<file path="config.mk">
export PLATFORM = sky130hd
export DESIGN_NAME = ipfc_front
export DESIGN_NICKNAME = d
export VERILOG_FILES = /design/src/design/ipfc_pkg.sv /design/src/design/ipfc_front.sv
export SDC_FILE = /design/constraint.sdc
export NUM_CORES = 1
export LEC_CHECK = 0
export BUFFER_PORTS_ARGS = -buffer_cell sky130_fd_sc_hd__buf_2
export CAP_MARGIN = 20
export CORE_ASPECT_RATIO = 1.5
export CORE_MARGIN = 10
export CORE_UTILIZATION = 35
export CTS_CLUSTER_DIAMETER = 60
export DETAILED_ROUTE_END_ITERATION = 6
export PLACE_DENSITY_LB_ADDON = 0.08
export SLEW_MARGIN = 40
export SYNTH_ARGS = -nofsm -noshare
export SYNTH_HDL_FRONTEND = slang
export SYNTH_SLANG_ARGS = --single-unit
export TNS_END_PERCENT = 5
</file>
<file path="constraint.sdc">
create_clock -name clk -period 6.15 [get_ports clk]
set_input_delay 1.23 -clock clk [delete_from_list [all_inputs] [get_ports clk]]
set_output_delay 1.23 -clock clk [all_outputs]
set_load 0.02 [all_outputs]
</file>
<file path="src/design/ipfc_pkg.sv">
// ipfc_pkg: types, codes and constants for the IP pair flow counter table.
// No dependencies; used by every other file in design/ but ipfc_if.
`timescale 1ns / 1ps
package ipfc_pkg;
  localparam int TableEntriesDefault = 32;
  localparam logic [15:0] EthIpv4 = 16'h0800;
  localparam logic [47:0] Max48 = 48'hFFFF_FFFF_FFFF;

  localparam logic [1:0] CFG_MIN_PACKETS = 2'd0;
  localparam logic [1:0] CFG_MIN_BYTES = 2'd1;
  localparam logic [1:0] CFG_HEADER_BYTES = 2'd2;

  localparam logic [1:0] KIND_STATUS = 2'd0;
  localparam logic [1:0] KIND_REPORT = 2'd1;
  localparam logic [1:0] KIND_END = 2'd2;

  localparam logic [1:0] ST_COUNTED = 2'd0;
  localparam logic [1:0] ST_IGNORED = 2'd1;
  localparam logic [1:0] ST_DROPPED = 2'd2;

  typedef enum logic [1:0] {CMD_IGNORE, CMD_COUNT, CMD_DUMP} cmd_t;

  // classified item handed from front to back
  typedef struct packed {
    cmd_t        cmd;
    logic        tx;
    logic [31:0] hi;
    logic [31:0] lo;
    logic [15:0] size;
  } work_t;

  typedef struct packed {
    logic [1:0]  kind;
    logic [1:0]  status;
    logic [31:0] high_addr;
    logic [31:0] low_addr;
    logic [47:0] tx_byte_count;
    logic [31:0] tx_packet_count;
    logic [47:0] rx_byte_count;
    logic [31:0] rx_packet_count;
    logic        last;
  } result_t;

  typedef enum logic [2:0] {
    BK_IDLE, BK_SEARCH, BK_UPDATE, BK_DUMP, BK_DUMP_CHK, BK_EMIT, BK_END
  } bk_state_t;
endpackage

</file>
<file path="src/design/ipfc_front.sv">
// ipfc_front: accepts items, classifies them, pushes into a 2-deep queue.
// Depends on ipfc_pkg.
`timescale 1ns / 1ps
module ipfc_front (
  input  logic                 clk,
  input  logic                 rst_n,
  input  logic                 in_valid,
  output logic                 in_ready,
  input  logic                 operation,
  input  logic [15:0]          eth_type,
  input  logic [31:0]          source_addr,
  input  logic [31:0]          dest_addr,
  input  logic [15:0]          frame_length,
  input  logic [7:0]           header_bytes,
  output logic                 q_valid,
  input  logic                 q_pop,
  output ipfc_pkg::work_t      q_data
);
  ipfc_pkg::work_t slot_r [2];
  logic [1:0] cnt_r, cnt_nxt;
  logic rd_r, wr_r;
  ipfc_pkg::work_t w;
  logic push;

  always_comb begin
    w.tx = source_addr > dest_addr;
    w.hi = w.tx ? source_addr : dest_addr;
    w.lo = w.tx ? dest_addr : source_addr;
    w.size = (frame_length > {8'd0, header_bytes}) ?
             frame_length - {8'd0, header_bytes} : 16'd0;
    if (operation) w.cmd = ipfc_pkg::CMD_DUMP;
    else if (eth_type != ipfc_pkg::EthIpv4) w.cmd = ipfc_pkg::CMD_IGNORE;
    else w.cmd = ipfc_pkg::CMD_COUNT;
  end

  assign in_ready = cnt_r != 2'd2;
  assign push = in_valid && in_ready;
  assign q_valid = cnt_r != 2'd0;
  assign q_data = slot_r[rd_r];
  assign cnt_nxt = cnt_r + {1'b0, push} - {1'b0, q_pop};

  always_ff @(posedge clk) begin
    if (!rst_n) begin
      cnt_r <= '0; rd_r <= 1'b0; wr_r <= 1'b0;
    end else begin
      cnt_r <= cnt_nxt;
      if (push) wr_r <= ~wr_r;
      if (q_pop) rd_r <= ~rd_r;
    end
  end
  always_ff @(posedge clk) begin
    if (push) slot_r[wr_r] <= w;
  end

  assert property (@(posedge clk) disable iff (!rst_n) cnt_r <= 2'd2)
    else $error("queue count overflow");
  assert property (@(posedge clk) disable iff (!rst_n) q_pop |-> q_valid)
    else $error("pop from empty queue");
  assert property (@(posedge clk) disable iff (!rst_n) (cnt_r == 2'd2) |-> !in_ready)
    else $error("ready while queue full");
endmodule

</file>
; ---- After elaboration in Yosys (flattened, before gate mapping)
; Memory sizes are Yosys's and may differ from the RTL's. A register that Yosys moved wholly into a read port is not among the register bits.
; Index checks and enable logic that the tools add are counted.
; Widths: inputs -> output; s select.
[totals]
out_inout_bits = 85
mem_count = 1
rom_bits = 0
word_cells = 24
input_bits = 109
ff_bits = 4
latch_bits = 0
mem_bits_rw = 166
[classes]
magnitude_cmp = 2
mul = 0
reduce_logical = 2
bitwise_logic = 2
n_div = 0
n_shift = 0
add_sub_neg = 3
eq_ne = 2
muxes = 9
[mem_list]
columns = memory, depth, width, rd, rd_clocked_by_memory_dff, write_ports, line
row1 = slot_r, 2, 83, 1, 1, 1, ipfc_front.sv:19  ; ipfc_pkg::work_t slot_r [2];
[ops]
columns = operator, n
row1 = $mux 32, 2
row2 = $gt 32x32->1, 1
row3 = $gt 16x8->1, 1
row4 = $mux 16, 1
row5 = $ne 16x12->1 const B, 1
row6 = $sub 16x8->16, 1
row7 = $mux 1, 5
row8 = $add 2x1->2, 1
row9 = $mux 2, 1
row10 = $ne 2x2->1 const B, 1
row11 = $not 1->1, 2
row12 = $reduce_bool 2->1, 1
row13 = $sub 2x1->2, 1
row14 = $logic_and 1x1->1, 1

; ---- Depth between registers and ports, before layout
; Gate-level depths: netlist (run 1).
[depth]
ltp_word = 4
mapped_depth = 11
ltp_nobuf = 10

; ---- Worst setup path before layout (run 1)
; No wires, ideal clock.
[synth_path]
kind = input -> register
from = in in_valid
to = mem slot_r[0][0] in the netlist's numbering (enable)
n_path_buf = 0
path_stages = 2
arrival_time_ns = 4.800
setup_ns = 0.526
slack_ns = 0.824
t_required_ns = 5.624
cell_sequence = nand2_1 -> nor2_1
[synth_between]
elab_chain_len = 3
[synth_lines]
columns = item, line
row1 = "start, declared", ipfc_front.sv:7  ; input logic in_valid,
row2 = $logic_and 1x1->1, ipfc_front.sv:37  ; assign push = in_valid && in_ready;
row3 = $mux 1, ipfc_front.sv:52  ; if (push) slot_r[wr_r] <= w;
row4 = $mux 1 (not written as such), ipfc_front.sv:52
row5 = "end, declared", ipfc_front.sv:19
; Every way passes these cells.

==> results of run 1 <==
==> synthesized netlist by cell type <==
master,number,area (sq um)
edfxtp_1,166,4980
mux2_2,83,935
mux2_4,49,736
inv_1,47,176
ha_1,42,526
a21oi_1,26,130
mux2_1,16,180
nor2_1,16,60.1
nand2_1,15,56.3
o21ai_0,12,60.1
clkbuf_1,10,37.5
nand4_1,9,56.3
xnor2_1,8,70.1
a21o_1,7,52.6
buf_6,6,67.6
nor3_1,6,30.0
and2_1,5,31.3
dfxtp_1,5,100
nand2b_1,5,31.3
nand3_1,4,20.0
nor2b_1,4,25.0
nor4_1,3,18.8
o21ai_1,3,15.0
xor2_1,3,26.3
a41oi_1,2,17.5
o211a_1,2,20.0
or2_2,2,12.5
or3_1,2,12.5
or4_1,2,15.0
a2111oi_0,1,8.76
a211oi_1,1,7.51
a21boi_0,1,7.51
and3_1,1,6.26
and4_1,1,8.76
buf_2,1,5.00
fa_1,1,20.0
inv_2,1,3.75
nor3b_1,1,7.51
nor4b_1,1,8.76
o21a_1,1,7.51
o31ai_1,1,7.51
or2_1,1,6.26
==> state kept, by name (all words and copies together) (netlist names), named ones only <==
name	flops
rd_r	1
wr_r	1
slot_r	166
cnt_r	2
==> per-stage QoR <==
step	util (%)	hold WS [ns]	total power, mW	setup WS [ns]	cells
floorplan	-	0.542	2.14	0.824	573
global placement	40.8	0.560	2.41	2.12	1079
detailed placement	41.0	0.574	2.45	2.08	1081
CTS	43.4	0.587	3.52	2.35	1112
global route	43.4	0.627	3.63	2.28	1113
finish	43.4	0.585	3.45	2.45	1113
==> critical path, delay by kind of cell, from the launching register on <==
family / cells / cell delay, ns
buffers and inverters: 2 / 0.81
DFF: 1 / 0.74
muxes: 1 / 0.44
==> worst min path at each step <==
stage	from	to	slack (ns)
after floorplan	wr_r	wr_r	0.54
after global placement	rd_r	flop	0.56
after detailed placement	rd_r	flop	0.57
after CTS	rd_r	flop	0.59
after global routing	rd_r	flop	0.63
final	rd_r	flop	0.59
==> power by group through the flow <==
stage | Combinational, mW | Clock [mW] | Sequential, mW
after detailed placement | 0.871 | 0 | 1.58
after global placement | 0.843 | 0 | 1.57
final | 0.851 | 1.05 | 1.55
after floorplan | 0.572 | 0 | 1.57
after global routing | 0.936 | 1.13 | 1.56
after CTS | 0.876 | 1.09 | 1.55
==> cell families (layout without fill, tap and decap cells) <==
kind of cell               count (synthesis)  in the layout  synth area share, %
adders and majority gates                 43             43                 6.34
AOI/OAI and AO/OA                         57             57                 3.88
xor gates and xnor gates                  11             11                 1.12
and+or+nand+nor                           78             78                 4.72
DFF                                      171            171                 59.1
buffers and inverters                     65            281                 3.37
muxes                                    148            148                 21.5
==> metal layers <==
layer	vias to the layer above	GRT usage (%)	wire (um)
met5	-	0	0
met4	0	4.69	291
met3	22	3.51	897
met2	122	24.2	11300
met1	2538	14.7	8470
li1	2556	-	-
==> final cells by class <==
| class | instances | share of cell area, % |
|---|---|---|
| clock buffers | 17 | 4.02 |
| clock inverters | 14 | 1.37 |
| inverters | 48 | 1.70 |
| multi-input cells | 337 | 30.8 |
| flip-flops and latches | 171 | 48.1 |
| well taps | 324 | 3.83 |
| repair buffers | 202 | 10.2 |
==> impl_metrics.json, run 1 <==
{
  "rsz0062_at_grt": "false",
  "reg2reg_depth": 4,
  "syn_to_final_growth_pct": 22.8,
  "irDropWorstVdd_v": 0.000193,
  "leakage_nw": 4.36,
  "hold_path_class": "flop to flop",
  "drv_slew": 0,
  "antenna_cells": 0,
  "htree_levels": 4,
  "wl_per_cell_um": 18.8,
  "dr.pass1.iters": 4,
  "num_io_pins": 194,
  "groute.usage.overall_pct": 13.4,
  "antenna_found_initial": 0,
  "clk_pin_slew_ns": 0.07,
  "die_w_um": 148,
  "drt-initial-drc-count": 184,
  "hold_depth": 2,
  "r2r-start": "cnt_r[0]",
  "crit_fanout": 43,
  "placed_area_sq_um": 9980,
  "multi_input_area_sq_um": 3260,
  "synth_area_sq_um": 8610,
  "hold_buffers": 0,
  "ys_types": 42,
  "core_sq_um": 24300,
  "grt.overflow.total": 0,
  "grt_pass1_wl_mm": 32.4,
  "drc": 0,
  "swShare_pct": 29.1,
  "worstReg2RegEnd": "slot_r[1][64]",
  "p_sw_mw": 1.00,
  "regArea_sq_um": 5090,
  "start_kind": "flop",
  "period_share_pct": 60.1,
  "cts_resized": 0,
  "slowest_delay_ns": 0.74,
  "wirelength_mm": 21.0,
  "yosys_warnings": 0,
  "grt_start_max_net_pins": 53,
  "cp_data_arrival_time_ns": 2.47,
  "dp_hpwl_mm": 15.3,
  "fillCellCount": 2314,
  "powerDensity_nw_per_um2": 326,
  "hold_violations": 0,
  "fin_crit_ns": 3.70,
  "path_cells": "buf_4, mux2_2, buf_2",
  "clockBufferDepth": 2,
  "port_buffers": 193,
  "fin_nets": 929,
  "worstPathRequired_ns": 4.92,
  "vias_per_cell": 4.71,
  "final_cell_area_sq_um": 10600,
  "crit_path_top_delay_cell": "dfxtp_4",
  "combPwrFrac_pct": 24.7,
  "postCtsSetupBuffers": 0,
  "setup_violations": 0,
  "cts_tree": "built",
  "p_clk_share_pct": 30.5,
  "die_h_um": 212,
  "dr_total_vias": 5238,
  "syn_inst": 573,
  "place_congestion": 0.776,
  "worst_slew_pin_slew_ns": 0.685,
  "fin_setup_tns_ns": 0,
  "final_common_cell": "buf_2",
  "maxCapViolations": 0,
  "power.internal_mw": 2.45,
  "synth_area_per_cell_sq_um": 15.0,
  "synth_nets": 725,
  "crit_type": "flop to output port",
  "antenna_left": 0,
  "rows": 70,
  "ys_seq_area_share_pct": 59.1,
  "final_cell_mix": "buf_2 (193), edfxtp_1 (166), mux2_2 (83), mux2_4 (49), inv_1 (47)",
  "initial_core_util_pct": 35.4,
  "finClkSkew_ns": 0.0121,
  "cts.sinks": 171,
  "maxSlewHeadroom_pct": 54.4,
  "endpoint_kind": "output port",
  "crit_end": "q_data[39]",
  "reg2reg_slack_ns": 4.06,
  "cts_buffers": 17,
  "cts_root_buf": "clkbuf_16",
  "ys_ff_latch": 171,
  "die_area_sq_um": 31400,
  "power_frac_seq_pct": 44.8,
  "clk_latency_ns": 0.43,
  "status": "complete, no violations",
  "drive_gt1_share_pct": 47.0,
  "grt_pass1_vias": 5891,
  "fmax_mhz": 270
}
Note: power is estimated with default switching activity, not from simulation.
==> inputs of run 2 (changes only) <==
Settings changed: ABC_AREA set to 1.
Clock period 6.15 ns to 3.2 ns, I/O delays scaled along.
==> run 2 against run 1 <==
Against the previous run:
- setup slack lost 1.8 ns
- via count grew 17%
- clock skew shrank 0.0063 ns
- hold slack lost 0.16 ns
- utilization shrank 0.19 points
- die area grew 1.2%
- synthesized area grew 1.4%
- clock power grew 92%
==> impl_metrics.json, run 2 <==
{
  "cts.sinks": 171,
  "grt_pass1_vias": 6510,
  "dr_total_vias": 6140,
  "reg2reg_depth": 5,
  "hold_depth": 1,
  "min_to": "slot_r[1][82]",
  "clk_latency_ns": 0.42,
  "hold_buffers": 0,
  "powerDensity_nw_per_um2": 587,
  "r2r-start": "cnt_r[0]",
  "final_cell_area_sq_um": 10600,
  "dp_hpwl_mm": 15.9,
  "start_kind": "flop",
  "fillCellCount": 2412,
  "ys_seq_area_share_pct": 58.2,
  "place_congestion": 0.792,
  "leakage_nw": 4.67,
  "drc": 0,
  "yosysMostFrequentCell": "nand2_1",
  "worstReg2RegEnd": "slot_r[0][74]",
  "rsz0062_at_grt": "false",
  "syn_inst": 779,
  "irDropWorstVdd_v": 0.000335,
  "ys_async_sr_fraction_pct": 0,
  "largest_reg_flops": 166,
  "groute.usage.overall_pct": 14.2,
  "setup_violations": 0,
  "wirelength_mm": 22.3,
  "stdcell_count": 1310,
  "grt_start_max_net_pins": 65,
  "vias_per_cell": 4.69,
  "place_ws_ns": 0.313,
  "worstPathRequired_ns": 2.56,
  "port_buffers": 193,
  "finClkSkew_ns": 0.00574,
  "placed_area_sq_um": 10000,
  "htree_levels": 4,
  "maxCapViolations": 0,
  "yosys.area.top_type_share_pct": 57.1,
  "fin_util_pct": 43.2,
  "synth_area_per_cell_sq_um": 11.2,
  "drv_slew": 0,
  "crit_type": "flop to output port",
  "initial_core_util_pct": 35.6,
  "status": "complete, no violations",
  "core_sq_um": 24500,
  "worst_slew_pin_slew_ns": 0.777,
  "drt-initial-drc-count": 233,
  "syn_to_final_growth_pct": 21.5,
  "hold_path_class": "input pin to flop",
  "die_h_um": 213,
  "ys_types": 32,
  "regMostFlops": "slot_r",
  "synth_nets": 931,
  "ys_ff_latch": 171,
  "drive_gt1_share_pct": 33.9,
  "top_regs": "slot_r (166), cnt_r (2)",
  "fin_nets": 1124,
  "period_share_pct": 78.9,
  "rows": 70,
  "synth_edf_count": 166,
  "num_io_pins": 194,
  "worstHoldStart": "operation",
  "worst_slack_ns": 0.674,
  "synth_ff_type": "edfxtp_1",
  "antenna_found_initial": 2,
  "hold_slack_ns": 0.428,
  "dr.pass1.iters": 4,
  "die_w_um": 149,
  "cp_data_arrival_time_ns": 1.89,
  "dp.cells": 1277,
  "wl_per_cell_um": 17.1,
  "clk_pin_slew_ns": 0.07,
  "cts_root_buf": "clkbuf_16",
  "synth_area_sq_um": 8730,
  "yosys-top-cells-area": "edfxtp_1 (57%), mux2_2 (11%), nand2_1 (8.4%), ha_1 (6.0%), nand3_1 (4.3%)",
  "postCtsSetupBuffers": 0,
  "grt.overflow.total": 0,
  "maxSlewHeadroom_pct": 48.2,
  "grt_pass1_wl_mm": 35.0,
  "cts_tree": "built",
  "die_area_sq_um": 31800,
  "crit_fanout": 32,
  "antenna_left": 0,
  "cts_resized": 0,
  "fin_crit_ns": 2.53,
  "cts_buffers": 17,
  "yosys.area.top_type": "edfxtp_1",
  "endpoint_kind": "output port",
  "final_cell_mix": "nand2_1 (193), buf_2 (193), edfxtp_1 (166), mux2_2 (83), nand3_1 (75)",
  "hold_violations": 0,
  "synthTopCellsByCount": "nand2_1 (195), edfxtp_1 (166), mux2_2 (83)",
  "reg2reg_slack_ns": 1.35,
  "fmax_mhz": 396,
  "yosys_warnings": 0,
  "clockBufferDepth": 2
}
## run 2: cell count changes after synthesis, moves of 7 or more
cell,delta
buf_2,+14
buf_4,+7
clkbuf_1,-8
inv_1,+22
mux2_1,-16
mux2_4,-49
nand2_1,+180
nand3_1,+71
nor2_1,+29
o21ai_0,-8
## run 2: critical path, cell delays in order (launching register included)
cell and delay (ns):
dfxtp_4 0.60, buf_12 0.27, mux2_2 0.39, buf_2 0.17
## run 2: layer usage
layer / track usage [%] / vias to the layer above / wire length, um
li1: - / 3079 / -
met1: 15.8 / 2885 / 8880
met2: 25.4 / 155 / 11700
met3: 4.45 / 19 / 1450
met4: 4.45 / 2 / 276
met5: 0 / - / 12
## run 2: per-stage QoR
stage	setup TNS, ns	total power [mW]
after detailed placement	0	4.29
after global placement	0	4.28
after floorplan	-27.21	3.81
after global routing	0	6.56
final	0	6.22
after CTS	0	6.34
## run 2: worst max-delay path by stage
stage | start | end | slack (ns) | cells after the start
after global placement | dest_addr[29] | slot_r[1][55] | 0.30 | 12
after detailed placement | dest_addr[29] | slot_r[0][55] | 0.31 | 12
final | flop | q_data[61] | 0.67 | 3
after floorplan | in_valid | slot_r[0][0] | -0.16 | 2
after CTS | flop | q_data[29] | 0.58 | 3
after global routing | dest_addr[31] | slot_r[0][31] | 0.55 | 12
## run 2: final cells by class
type	instances	area [sq um]	share of cell area, %
Timing Repair Buffer	205	1080	10.2
Clock buffer	18	429	4.05
Tap cell	324	405	3.82
Clock inverter	14	146	1.38
Antenna cell	1	2.50	0.0236
Inverter	73	274	2.58
Sequential cell	171	5090	48.0
Multi-Input combinational cell	504	3180	30.0
## run 2: where the power goes
| part | total (mW) | switching, mW | internal [mW] |
|---|---|---|---|
| Combinational | 1.34 | 0.867 | 0.475 |
| Clock | 2.02 | 0.866 | 1.15 |
| Sequential | 2.86 | 0.0591 | 2.81 |
| Total | 6.22 | 1.79 | 4.43 |
## run 2: cell families after synthesis
| family | after synthesis | share of synthesized area [%] |
|---|---|---|
| fa+ha+maj | 43 | 6.25 |
| mux | 83 | 10.7 |
| compound gates | 34 | 2.26 |
| buf+inv | 104 | 5.59 |
| xor+xnor | 9 | 0.903 |
| simple gates | 335 | 16.0 |
| flops | 171 | 58.2 |
